`config.mk`:
```
export PLATFORM = sky130hd
export DESIGN_NAME = ffha_ctrl
export DESIGN_NICKNAME = d
export VERILOG_FILES = /design/src/hw/rtl/ffha_pkg.sv /design/src/hw/rtl/ffha_ctrl.sv
export VERILOG_INCLUDE_DIRS = /design/src /design/src/hw/rtl
export SDC_FILE = /design/constraint.sdc
export NUM_CORES = 1
export LEC_CHECK = 0
export BUFFER_PORTS_ARGS = -buffer_cell sky130_fd_sc_hd__clkbuf_2
export CAP_MARGIN = 10
export CORE_ASPECT_RATIO = 0.6
export CORE_MARGIN = 2
export CORE_UTILIZATION = 62
export DETAILED_ROUTE_END_ITERATION = 8
export GPL_ROUTABILITY_DRIVEN = 0
export GPL_TIMING_DRIVEN = 1
export PLACE_DENSITY_LB_ADDON = 0.08
export SETUP_SLACK_MARGIN = 0.4
export SYNTH_ARGS = -nofsm -noshare
export SYNTH_HDL_FRONTEND = slang
export SYNTH_SLANG_ARGS = --single-unit
```
`constraint.sdc`:
```
create_clock -name clk -period 7.1 [get_ports clk]
set_input_delay 1.42 -clock clk [delete_from_list [all_inputs] [get_ports clk]]
set_output_delay 1.42 -clock clk [all_outputs]
set_load 0.005 [all_outputs]
```
`src/hw/rtl/first_fit_heap_allocator_macros.svh`:
```
// Assertion macros used by the allocator RTL (ffha_ctrl).
// Expects clk and rst_n in the scope where a macro is used.
`ifndef FIRST_FIT_HEAP_ALLOCATOR_MACROS_SVH
`define FIRST_FIT_HEAP_ALLOCATOR_MACROS_SVH

// Same-cycle implication, disabled in reset.
`define FFHA_ASSERT_IMPL(name, ante, cons, msg) \
    name: assert property (@(posedge clk) disable iff (!rst_n) (ante) |-> (cons)) \
        else $error(msg);

// Next-cycle implication, disabled in reset.
`define FFHA_ASSERT_NEXT(name, ante, cons, msg) \
    name: assert property (@(posedge clk) disable iff (!rst_n) (ante) |=> (cons)) \
        else $error(msg);

`endif

```
`src/hw/rtl/ffha_pkg.sv`:
```
// Shared types and constants of the first-fit heap allocator.
// No dependencies.
package ffha_pkg;

    localparam int POOL_BYTES_DEF   = 1024;
    localparam int HEADER_BYTES_DEF = 16;

    localparam int SIZE_W = 10;
    localparam int OFF_W  = 10;

    typedef enum logic
    {
        CMD_ALLOC   = 1'b0,
        CMD_RELEASE = 1'b1
    } cmd_t;

    typedef enum logic [1:0]
    {
        ST_OK     = 2'd0,
        ST_NOFIT  = 2'd1,
        ST_ZERO   = 2'd2,
        ST_BADOFF = 2'd3
    } status_t;

    typedef struct packed
    {
        logic             valid;
        status_t          status;
        logic [OFF_W-1:0] payload_offset;
    } res_t;

endpackage

```
`src/hw/rtl/ffha_ctrl.sv`:
```
// Walk sequencer: visits block headers in address order, one read per cycle,
// and writes back split, allocate and merge results. Depends on ffha_pkg.
`include "first_fit_heap_allocator_macros.svh"

module ffha_ctrl #(
    parameter int POOL_BYTES   = ffha_pkg::POOL_BYTES_DEF,
    parameter int HEADER_BYTES = ffha_pkg::HEADER_BYTES_DEF,
    localparam int AW          = $clog2(POOL_BYTES)
) (
    input  logic                        clk,
    input  logic                        rst_n,
    input  logic                        in_valid,
    output logic                        in_ready,
    input  ffha_pkg::cmd_t              command,
    input  logic [ffha_pkg::SIZE_W-1:0] request_size,
    input  logic [ffha_pkg::OFF_W-1:0]  release_offset,
    output ffha_pkg::res_t              res,
    input  logic                        res_ready,
    output logic                        mem_re,
    output logic [AW-1:0]               mem_raddr,
    input  logic [AW-1:0]               mem_rsize,
    input  logic                        mem_rfree,
    output logic                        mem_we,
    output logic [AW-1:0]               mem_waddr,
    output logic [AW-1:0]               mem_wsize,
    output logic                        mem_wfree
);

    localparam int CW = (AW + 1 > ffha_pkg::SIZE_W + 1) ? AW + 1 : ffha_pkg::SIZE_W + 1;
    localparam logic [CW-1:0] HDR  = CW'(HEADER_BYTES);
    localparam logic [CW-1:0] POOL = CW'(POOL_BYTES);

    typedef enum logic [2:0]
    {
        S_IDLE,
        S_WALK,
        S_MERGE,
        S_SPLIT,
        S_RESULT
    } state_t;

    state_t state_reg, state_next;
    logic   has_prev_reg, has_prev_next;

    ffha_pkg::cmd_t              cmd_reg, cmd_next;
    logic [ffha_pkg::SIZE_W-1:0] req_reg, req_next;
    logic [ffha_pkg::OFF_W-1:0]  target_reg, target_next;
    logic [CW-1:0]               off_reg, off_next;
    logic [AW-1:0]               prev_off_reg, prev_off_next;
    logic [AW-1:0]               prev_size_reg, prev_size_next;
    logic                        prev_free_reg, prev_free_next;
    logic [AW-1:0]               cur_off_reg, cur_off_next;
    logic [AW-1:0]               cur_size_reg, cur_size_next;
    logic [AW-1:0]               split_off_reg, split_off_next;
    logic [AW-1:0]               split_size_reg, split_size_next;
    ffha_pkg::status_t           status_reg, status_next;
    logic [ffha_pkg::OFF_W-1:0]  pay_reg, pay_next;

    logic [CW-1:0] need;
    logic [CW-1:0] blk_size;
    logic [CW-1:0] nxt;
    logic [CW-1:0] split_at;
    logic          fit;
    logic          hit;
    logic          at_end;

    assign need     = CW'(req_reg) + HDR;
    assign blk_size = CW'(mem_rsize);
    assign nxt      = off_reg + HDR + blk_size;
    assign split_at = off_reg + need;
    assign fit      = mem_rfree && (blk_size >= need);
    assign hit      = (off_reg + HDR) == CW'(target_reg);
    assign at_end   = nxt >= POOL;

    assign in_ready           = (state_reg == S_IDLE);
    assign res.valid          = (state_reg == S_RESULT);
    assign res.status         = status_reg;
    assign res.payload_offset = pay_reg;

    always_comb
    begin
        state_next      = state_reg;
        has_prev_next   = has_prev_reg;
        cmd_next        = cmd_reg;
        req_next        = req_reg;
        target_next     = target_reg;
        off_next        = off_reg;
        prev_off_next   = prev_off_reg;
        prev_size_next  = prev_size_reg;
        prev_free_next  = prev_free_reg;
        cur_off_next    = cur_off_reg;
        cur_size_next   = cur_size_reg;
        split_off_next  = split_off_reg;
        split_size_next = split_size_reg;
        status_next     = status_reg;
        pay_next        = pay_reg;
        mem_re          = 1'b0;
        mem_raddr       = '0;
        mem_we          = 1'b0;
        mem_waddr       = '0;
        mem_wsize       = '0;
        mem_wfree       = 1'b0;

        unique case (state_reg)
            S_IDLE:
            begin
                if (in_valid)
                begin
                    cmd_next      = command;
                    req_next      = request_size;
                    target_next   = release_offset;
                    off_next      = '0;
                    has_prev_next = 1'b0;
                    pay_next      = '0;
                    if (command == ffha_pkg::CMD_ALLOC && request_size == '0)
                    begin
                        status_next = ffha_pkg::ST_ZERO;
                        state_next  = S_RESULT;
                    end
                    else
                    begin
                        mem_re     = 1'b1;
                        mem_raddr  = '0;
                        state_next = S_WALK;
                    end
                end
            end

            S_WALK:
            begin
                if (cmd_reg == ffha_pkg::CMD_ALLOC && fit)
                begin
                    mem_we      = 1'b1;
                    mem_waddr   = AW'(off_reg);
                    mem_wfree   = 1'b0;
                    mem_wsize   = (blk_size > need) ? AW'(req_reg) : mem_rsize;
                    status_next = ffha_pkg::ST_OK;
                    pay_next    = ffha_pkg::OFF_W'(off_reg + HDR);
                    if (blk_size > need && split_at < POOL)
                    begin
                        split_off_next  = AW'(split_at);
                        split_size_next = AW'(blk_size - need);
                        state_next      = S_SPLIT;
                    end
                    else
                    begin
                        state_next = S_RESULT;
                    end
                end
                else if (cmd_reg == ffha_pkg::CMD_RELEASE && hit)
                begin
                    status_next = ffha_pkg::ST_OK;
                    pay_next    = '0;
                    if (has_prev_reg && prev_free_reg)
                    begin
                        cur_off_next  = prev_off_reg;
                        cur_size_next = AW'(CW'(prev_size_reg) + HDR + blk_size);
                    end
                    else
                    begin
                        cur_off_next  = AW'(off_reg);
                        cur_size_next = mem_rsize;
                    end
                    if (!at_end)
                    begin
                        mem_re     = 1'b1;
                        mem_raddr  = AW'(nxt);
                        state_next = S_MERGE;
                    end
                    else
                    begin
                        mem_we     = 1'b1;
                        mem_waddr  = cur_off_next;
                        mem_wsize  = cur_size_next;
                        mem_wfree  = 1'b1;
                        state_next = S_RESULT;
                    end
                end
                else if (at_end)
                begin
                    status_next = (cmd_reg == ffha_pkg::CMD_ALLOC) ?
                                  ffha_pkg::ST_NOFIT : ffha_pkg::ST_BADOFF;
                    pay_next    = '0;
                    state_next  = S_RESULT;
                end
                else
                begin
                    mem_re         = 1'b1;
                    mem_raddr      = AW'(nxt);
                    off_next       = nxt;
                    prev_off_next  = AW'(off_reg);
                    prev_size_next = mem_rsize;
                    prev_free_next = mem_rfree;
                    has_prev_next  = 1'b1;
                end
            end

            S_MERGE:
            begin
                mem_we     = 1'b1;
                mem_waddr  = cur_off_reg;
                mem_wfree  = 1'b1;
                mem_wsize  = mem_rfree ? AW'(CW'(cur_size_reg) + HDR + blk_size)
                                       : cur_size_reg;
                state_next = S_RESULT;
            end

            S_SPLIT:
            begin
                mem_we     = 1'b1;
                mem_waddr  = split_off_reg;
                mem_wsize  = split_size_reg;
                mem_wfree  = 1'b1;
                state_next = S_RESULT;
            end

            S_RESULT:
            begin
                if (res_ready)
                begin
                    state_next = S_IDLE;
                end
            end

            default:
            begin
                state_next = S_IDLE;
            end
        endcase
    end

    always_ff @(posedge clk or negedge rst_n)
    begin
        if (!rst_n)
        begin
            state_reg    <= S_IDLE;
            has_prev_reg <= 1'b0;
            status_reg   <= ffha_pkg::ST_OK;
            pay_reg      <= '0;
        end
        else
        begin
            state_reg    <= state_next;
            has_prev_reg <= has_prev_next;
            status_reg   <= status_next;
            pay_reg      <= pay_next;
        end
    end

    always_ff @(posedge clk)
    begin
        cmd_reg        <= cmd_next;
        req_reg        <= req_next;
        target_reg     <= target_next;
        off_reg        <= off_next;
        prev_off_reg   <= prev_off_next;
        prev_size_reg  <= prev_size_next;
        prev_free_reg  <= prev_free_next;
        cur_off_reg    <= cur_off_next;
        cur_size_reg   <= cur_size_next;
        split_off_reg  <= split_off_next;
        split_size_reg <= split_size_next;
    end

    `FFHA_ASSERT_IMPL(a_walk_in_pool, state_reg == S_WALK, off_reg < POOL, "walk left the pool")
    `FFHA_ASSERT_IMPL(a_fail_no_offset, res.valid && res.status != ffha_pkg::ST_OK, res.payload_offset == '0, "failed beat carries an offset")
    `FFHA_ASSERT_IMPL(a_split_after_alloc, state_reg == S_SPLIT, $past(mem_we), "split without allocate write")
    `FFHA_ASSERT_NEXT(a_release_walks, in_valid && in_ready && command == ffha_pkg::CMD_RELEASE, state_reg == S_WALK, "release skipped the walk")

endmodule

```
After elaboration in Yosys (flattened, before gate mapping)
Index checks and enable logic that the tools add are counted.
{ "word_totals": {"output_inout_bits": 47, "elab_cells": 120, "in_bits": 36, "register_bits": 109} }
{ "classes": {"add_sub_neg": 9, "eq_ne": 12, "n_bitwise": 5, "n_mux": 57, "reduce_logical": 18, "order_cmp": 4} }
{ "ops": {"columns": ["cell", "n"], "rows": [
  ["10-bit two-way mux", 17],
  ["10-bit case mux with 3 select lines", 2],
  ["11-bit two-way mux", 4],
  ["3-bit two-way mux", 8],
  ["11-bit case mux with 2 select lines", 1],
  ["10-bit adder", 2],
  ["10-bit by 5-bit adder with 10-bit output (second input constant)", 2],
  ["10-bit case mux with 2 select lines", 1],
  ["1-bit two-way mux", 12],
  ["2-bit two-way mux", 6],
  ["3-bit case mux with 4 select lines", 1],
  ["3-bit AND reduction", 4],
  ["10-bit by 5-bit adder with 11-bit output (second input constant)", 1],
  ["11-bit by 10-bit adder with 11-bit output", 1],
  ["11-bit adder", 1],
  ["11-bit by 5-bit adder with 11-bit output (second input constant)", 1],
  ["11-bit by 10-bit equality test with 1-bit output", 1],
  ["10-bit by 11-bit >= comparator with 1-bit output", 1],
  ["11-bit >= comparator (second input constant)", 1],
  ["10-bit by 11-bit > comparator with 1-bit output", 1],
  ["11-bit less-than comparator (second input constant)", 1],
  ["10-bit logical NOT", 1],
  ["10-bit subtractor", 1],
  ["2-bit != test (second input constant)", 4],
  ["15 further kinds", 30]
]} }

Longest topological paths before layout
Gate-level depths: netlist of run 1.
{ "logic_depth": {"depth_word": 7, "ltp_mapped": 12, "mapped_depth_nobuf": 12} }

Worst setup path before layout of run 1
No wires, ideal clock.
{ "synth_timing": {"path_type": "in2reg", "start": "input port mem_rsize[4]", "end": "register split_off_reg[0] (enable)", "required_time_ns": 6.647, "arrival_ns": 4.766, "path_stages": 7, "setup_ns": 0.453, "setup_slack_ns": 1.880, "n_path_buf": 0, "cell_sequence": "ha_1 > o211ai_1 > a21oi_1 > o221ai_1 > o21ai_0 > nand2_1 > nor4_1"} }
{ "synth_between": {"elab_chain_cells": 4, "elab_cells_between_ends": 6, "classes_between": "2 x order compare; 4 x reduce/logical"} }
{ "synth_lines": {"columns": ["item", "line", "text"], "rows": [
  ["start: declaration", "ffha_ctrl.sv:21", "input logic [AW-1:0] mem_rsize,"],
  ["10-bit by 11-bit >= comparator with 1-bit output", "ffha_ctrl.sv:71", "assign fit = mem_rfree && (blk_size >= need);"],
  ["1-bit logical AND", "ffha_ctrl.sv:71", null],
  ["1-bit logical AND", "ffha_ctrl.sv:131", "if (cmd_reg == ffha_pkg::CMD_ALLOC && fit)"],
  ["3-bit AND reduction (no source line) *", null, null],
  ["end signal: assignment", "ffha_ctrl.sv:261", "split_off_reg <= split_off_next;"],
  ["end: declaration", "ffha_ctrl.sv:54", "logic [AW-1:0] split_off_reg, split_off_next;"]
]} }
Mark *: on every way between the ends. The rest lies on a longest branch, timed or not.
A chain may end at the register's enable or synchronous reset.

Worst setup path after layout of run 1
{ "layout_timing": {"start": "input port mem_rsize[1]", "end": "output port mem_wsize[9]"} }
{ "layout_between": {"elab_chain_cells": 6, "elab_cells_between_ends": 15, "classes_between": "3 x add/sub; 3 x order compare; 7 x mux; 2 x reduce/logical"} }
{ "layout_lines": {"columns": ["item", "line", "text"], "rows": [
  ["11-bit by 10-bit adder with 11-bit output / 10-bit adder (equally long branches)", "ffha_ctrl.sv:69, ffha_ctrl.sv:157", null],
  ["11-bit >= comparator / 10-bit two-way mux (equally long branches)", "ffha_ctrl.sv:73, ffha_ctrl.sv:154", null],
  ["10-bit two-way mux", "ffha_ctrl.sv:164", "if (!at_end)"],
  ["10-bit two-way mux", "ffha_ctrl.sv:150", "else if (cmd_reg == ffha_pkg::CMD_RELEASE && hit)"],
  ["10-bit two-way mux", "ffha_ctrl.sv:131", null],
  ["10-bit case mux with 3 select lines *", "ffha_ctrl.sv:104", "unique case (state_reg)"],
  ["end: declaration", "ffha_ctrl.sv:25", "output logic [AW-1:0] mem_wsize,"]
]} }
Marked as above.

==> results.cfg, run 1 <==
[worst_hold_path]
whs_path_depth = 1
hold_path_class = register to register

[timing]
fin_crit_ns = 6.023
hold_viol_final = 0
skew_ns = 0.007568
hold_ws_ns = 0.5037
fmax_ghz = 0.1660
worst_pin_slew_ns = 1.073
finalSetupTns_ns = 0
slew_headroom = 0.2823
worst_slack_ns = 1.077
finalCritPeriodShare = 0.8483
grt_setup_unrepaired = no
drv_slew = 0
setup_viol = 0

[global_route]
gr-total-overflow = 0
grtUsageTotal = 0.3219
grt_max_degree = 25
first_global_vias = 5406
antenna_found_initial = 0
grt_pass1_wl_um = 29830

[yosys]
yosys.area.top_type = edfxtp_1
yosys_most_used_dff = edfxtp_1
synthArstFlopShare = 0.1468
ys_top_cells_by_area = edfxtp_1, ha_1, dfrtp_1
synth.distinct_cells = 66
ys_seq_area_frac = 0.4457
synth-edff-count = 93
synth_nets = 762
ys_seq_elements = 109
synth_top_area_frac = 0.3898
ys.warnings.count = 0
syn_area_mm2 = 0.007164
avgSynthCellArea_um2 = 10.94
syn_inst = 655

[placed_design]
pre_cts_ws_ns = 1.116
port_buffers = 82
dp_cells = 891
hpwlAfterDp_um = 14630

[run_status]
status = finished, final reports clean

[floorplanning]
start_util = 0.6341
die_w_um = 142.8
num_rows = 30
dieArea_mm2 = 0.01246
top_level_ports = 83
core_area_mm2 = 0.01130
die-height_um = 87.27

[critical_path]
path_max_fanout = 8
crit_type = input port to primary output
end_kind = primary output
crit_required_ns = 5.68
r2r_cells = 11
arrival_ns = 4.60
setup.worst_path.start_class = input port

[cts]
cts_buffer_depth = 2
clkTransAtPathRegs_ns = 0.07
cts_resized = 0
cts_made_buffers = 9
cts.sinks = 109
cts_tree = built
post-cts-setup-buffers = 0
cts_hold_buf = 0
htreeDepth = 3
clock_latency_ns = 0.35
root_buffer = clkbuf_16

[power_and_ir_drop]
combPwrFrac = 0.498
p_sw_w = 0.001300
swShare = 0.4245
power_density_mw_per_mm2 = 379.1
p_clk_frac = 0.158
irDropWorstVdd_mv = 0.2301
p_int_w = 0.001762
seq_power_share = 0.344
power.leakage_nw = 3.474

[route]
wl_per_cell_um = 21.58
firstDrtPassIters = 5
routed_wirelength_um = 19600
drt_iter0_markers = 598
vias = 5790
drc_errors = 0
viasPerCell = 6.377
ant_nets = 0

[final_layout]
drive_gt1_frac = 0.1979
finalNetCount = 850
areaGrowthSynthToFinish_pct = 12.75
largest_register_ffs = 11
diodes = 0
stdcell_count = 908
post-route-util = 0.7150

[job]
max_cap_violations = 0
[area by class of cell]
cell class	count	area, um2
fillers	843	3221
clock inverters	5	43.79
multi-input cells	492	3776
inverters	39	146.4
well taps	160	200.2
clock buffers	11	232.7
flip-flops and latches	109	3193
repair buffers	92	485.5
[synth_stat cells, types with 6 or more instances]
master,n
a21o_1,11
a21oi_1,35
a221o_2,9
a22o_1,21
and3_1,7
clkbuf_1,12
dfrtp_1,16
edfxtp_1,93
ha_1,66
inv_1,39
mux2_2,14
mux2i_1,13
nand2_1,39
nand2b_1,7
nand3_1,21
nand4_1,8
nor2_1,50
nor3_1,22
nor4_1,6
o211ai_1,11
o21a_1,7
o21ai_0,22
xnor2_1,34
xor2_1,19
[through the flow]
| stage | total power [W] | instance area (um2) |
|---|---|---|
| 5_1_grt | 0.003229 | 8078 |
| 2_1_floorplan | 0.002077 | 7164 |
| 3_5_place_dp | 0.002524 | 7794 |
| 4_1_cts | 0.003021 | 8070 |
| 6_report | 0.003062 | 8078 |
| 3_3_place_gp | 0.002476 | 7794 |
[cells by family (layout without fill, tap and decap cells)]
| group | count (synthesis) | in the layout | synth area share |
|---|---|---|---|
| buffers and inverters | 54 | 147 | 0.02951 |
| adders and majority gates | 71 | 71 | 0.1292 |
| xor gates and xnor gates | 55 | 55 | 0.07178 |
| DFF | 109 | 109 | 0.4457 |
| muxes | 27 | 27 | 0.04017 |
| and+or+nand+nor | 183 | 183 | 0.1245 |
| AOI/OAI and AO/OA | 156 | 156 | 0.1591 |
[critical path, stage by stage]
cell       delay [ns]
clkbuf_2         0.18
ha_1             0.34
ha_1             0.23
fa_1             0.42
a21o_1           0.20
a211o_1          0.35
a2111oi_0        0.72
o211ai_1         0.21
and4_1           0.23
a21oi_1          0.11
nand3_1          0.08
clkbuf_2         0.12
[layout by cell type (no fill, tap or decap), drive strengths merged, types with 4 or more instances in the layout]
cell type	instances
or3	6
nand4	8
ha	66
o211ai	11
o21ai	24
a21oi	35
fa	5
and3	8
edfxtp	93
o21a	7
o221ai	4
inv	41
a21o	11
mux2	14
nor2b	4
nand3	22
nor2	50
dfrtp	16
a22oi	5
buf	9
xor2	19
a22o	21
xnor2	34
nand2b	7
nor3	22
clkbuf	94
mux2i	13
nor4	6
nand2	39
a221o	10
and2	7
[power by group through the flow]
| stage | Combinational (W) | Sequential [W] | Clock (W) |
|---|---|---|---|
| after global routing | 0.00166 | 0.00106 | 0.000506 |
| after CTS | 0.00149 | 0.00105 | 0.000487 |
| after detailed placement | 0.00146 | 0.00106 | 0 |
| final | 0.00153 | 0.00105 | 0.000482 |
| after floorplan | 0.00107 | 0.00100 | 0 |
| after global placement | 0.00142 | 0.00105 | 0 |
[per-layer routing]
metal  vias up  global-route usage  part of all wire
met1      2765              0.5025              0.46
li1       2656                   -                 -
met3        32             0.06322              0.11
met2       337              0.4611              0.42
met4         0             0.07741             0.014
met5         -                   0                 0
[final timing paths]
kind                                          startpoint                          to  slack [ns]
worst max-delay path                        mem_rsize[1]                mem_wsize[9]        1.08
worst min-delay path              pay_reg[2]$_DFFE_PN0P_      pay_reg[2]$_DFFE_PN0P_        0.50
worst max register to register  off_reg[4]$_SDFFCE_PN0P_  prev_size_reg[5]$_DFFE_PP_        2.87
worst min register to register    pay_reg[2]$_DFFE_PN0P_      pay_reg[2]$_DFFE_PN0P_        0.50
max in group asynchronous                          rst_n      pay_reg[5]$_DFFE_PN0P_        5.79
min in group asynchronous                          rst_n   status_reg[0]$_DFFE_PN0P_        1.00
(Power assumes the default switching activity.)
==> run 2: changes to the inputs <==
--- a/config.mk
+++ b/config.mk
@@ -10,7 +10,7 @@
 export CAP_MARGIN = 10
 export CORE_ASPECT_RATIO = 0.6
 export CORE_MARGIN = 2
-export CORE_UTILIZATION = 62
+export CORE_UTILIZATION = 54
 export DETAILED_ROUTE_END_ITERATION = 8
 export GPL_ROUTABILITY_DRIVEN = 0
 export GPL_TIMING_DRIVEN = 1
==> constraint.sdc (replaced) <==
create_clock -name clk -period 5.3 [get_ports clk]
set_input_delay 1.06 -clock clk [delete_from_list [all_inputs] [get_ports clk]]
set_output_delay 1.06 -clock clk [all_outputs]
set_load 0.005 [all_outputs]
==> run 2 against run 1 <==
  * Combinational power is 37% higher
  * Register-to-register slack worse by 1.5 ns
  * Highest routed layer unchanged
  * Setup slack got worse by 0.57 ns
  * Final cell count increased by 1.9%
  * Flip-flop and latch count did not move
  * Global-route usage shrank 3.3 points
  * Largest power group unchanged
==> results.cfg, run 2 (synthesis results as in run 1) <==
[run_status]
status = finished, final reports clean

[worst_hold_path]
hold_path_class = register to register

[global_route]
use_met1 = 0.4532
grt.met2_usage = 0.4126
first_global_vias = 5484
gr-total-overflow = 0
grt.busiest_layer = met1
grtUsageTotal = 0.2889
antenna_found_initial = 0
grt_max_degree = 24
met3_usage = 0.05700
grt_pass1_wl_um = 31240

[route]
drt_iter0_markers = 540
vias = 5726
ant_nets = 0
routed_wirelength_um = 20090
wl_per_cell_um = 21.72
drc_errors = 0
viasPerCell = 6.190
firstDrtPassIters = 5

[timing]
hold_viol_final = 0
hold_ws_ns = 0.5047
grt_setup_unrepaired = yes
skew_ns = 0.01120
drv_slew = 0
worst_pin_slew_ns = 1.014
fmax_ghz = 0.2088
slew_headroom = 0.3229
finalSetupTns_ns = 0
finalCritPeriodShare = 0.9038
setup_viol = 0
worst_slack_ns = 0.5098
fin_crit_ns = 4.790

[floorplanning]
top_level_ports = 83
die_w_um = 152.7
start_util = 0.5557
num_rows = 32
core_area_mm2 = 0.01289
dieArea_mm2 = 0.01423
die-height_um = 93.22

[critical_path]
setup.worst_path.start_class = input port
arrival_ns = 3.73
path_max_fanout = 2
end_kind = primary output
crit_required_ns = 4.24
crit_type = input port to primary output

[cts]
cts_hold_buf = 0
clkTransAtPathRegs_ns = 0.09
cts_tree = built
htreeDepth = 3
cts_made_buffers = 9
root_buffer = clkbuf_16
cts.sinks = 109
cts_buffer_depth = 2
clock_latency_ns = 0.36

[final_layout]
final.fill_count = 1062
diodes = 0
most-common-layout-cells = edfxtp_1, clkbuf_2, ha_1, nor2_1
drive_gt1_frac = 0.2159
areaGrowthSynthToFinish_pct = 15.02
finalNetCount = 857
stdcell_area_mm2 = 0.008240
final_common_cell = edfxtp_1
largest_register_ffs = 11

[power_and_ir_drop]
irDropWorstVdd_mv = 0.2246
power.leakage_nw = 3.547
power_density_mw_per_mm2 = 507.3

[placed_design]
port_buffers = 82
placed_cell_area_mm2 = 0.007851
pre_cts_ws_ns = 0.1949
hpwlAfterDp_um = 14880

[job]
max_cap_violations = 0
==> run 2: changes by cell type in the layout (fill, tap and decap cells not counted), sizes merged <==
cell | before | now
buf | 9 | 17
clkbuf | 94 | 91
clkinv | 1 | 3
clkinvlp | 2 | 1
inv | 41 | 42
==> run 2: what timing repair did <==
| item | in CTS | in global routing |
|---|---|---|
| pin swaps | 0 | 3 |
| gates resized for setup | 3 | 11 |
| endpoints found under the setup margin | 6 | 30 |
| buffers inserted | 0 | 2 |
==> run 2: stage by stage <==
| step | utilization | power [W] | std cells |
|---|---|---|---|
| final | 0.6392 | 0.004180 | 925 |
| after global routing | 0.6392 | 0.004432 | 925 |
| after CTS | 0.6337 | 0.004113 | 923 |
| after floorplan | - | 0.002783 | 655 |
| after detailed placement | 0.6090 | 0.003398 | 907 |
| after global placement | 0.6090 | 0.003338 | 907 |
==> run 2: path summary, 6_finish.rpt <==
kind	startpoint	endpoint	slack, ns	cells after the start
max reg2reg	req_reg[4]$_DFFE_PP_	off_reg[6]$_SDFFCE_PN0P_	1.37	10
min in group asynchronous	rst_n	pay_reg[8]$_DFFE_PN0P_	0.65	1
max	mem_rsize[1]	mem_wsize[9]	0.51	12
min reg2reg	pay_reg[2]$_DFFE_PN0P_	pay_reg[2]$_DFFE_PN0P_	0.50	1
max in group asynchronous	rst_n	status_reg[1]$_DFFE_PN0P_	4.30	1
min	pay_reg[2]$_DFFE_PN0P_	pay_reg[2]$_DFFE_PN0P_	0.50	1
==> run 2: worst max-delay path, stage by stage <==
cell	delay, ns
clkbuf_2	0.13
ha_1	0.31
ha_1	0.23
fa_2	0.38
a21o_1	0.20
a211o_1	0.35
a2111oi_4	0.42
o211ai_1	0.14
and4_1	0.21
a21oi_1	0.11
nand3_1	0.07
clkbuf_2	0.12
==> run 2: cell type report <==
| cell class | count | area, um2 | area share |
|---|---|---|---|
| Clock inverter | 7 | 87.58 | 0.01063 |
| Clock buffer | 9 | 225.2 | 0.02733 |
| Multi-Input combinational cell | 492 | 3830 | 0.4648 |
| Inverter | 39 | 146.4 | 0.01776 |
| Sequential cell | 109 | 3193 | 0.3875 |
| Timing Repair Buffer | 99 | 545.5 | 0.06620 |
| Tap cell | 170 | 212.7 | 0.02581 |
==> run 2: layer usage <==
metal  vias up  routed length [um]
met5         -                   0
met4         0                 242
met3        27                1733
met2       274                8259
met1      2760                9859
li1       2665                   -
==> run 2: power breakdown <==
group          total [W]  leakage (nW)  switching [W]  internal [W]
sequential       0.00139          1.07       0.000170       0.00122
combinational    0.00209          2.33        0.00125      0.000839
clock           0.000706         0.148       0.000365      0.000340
total            0.00418          3.55        0.00178       0.00240
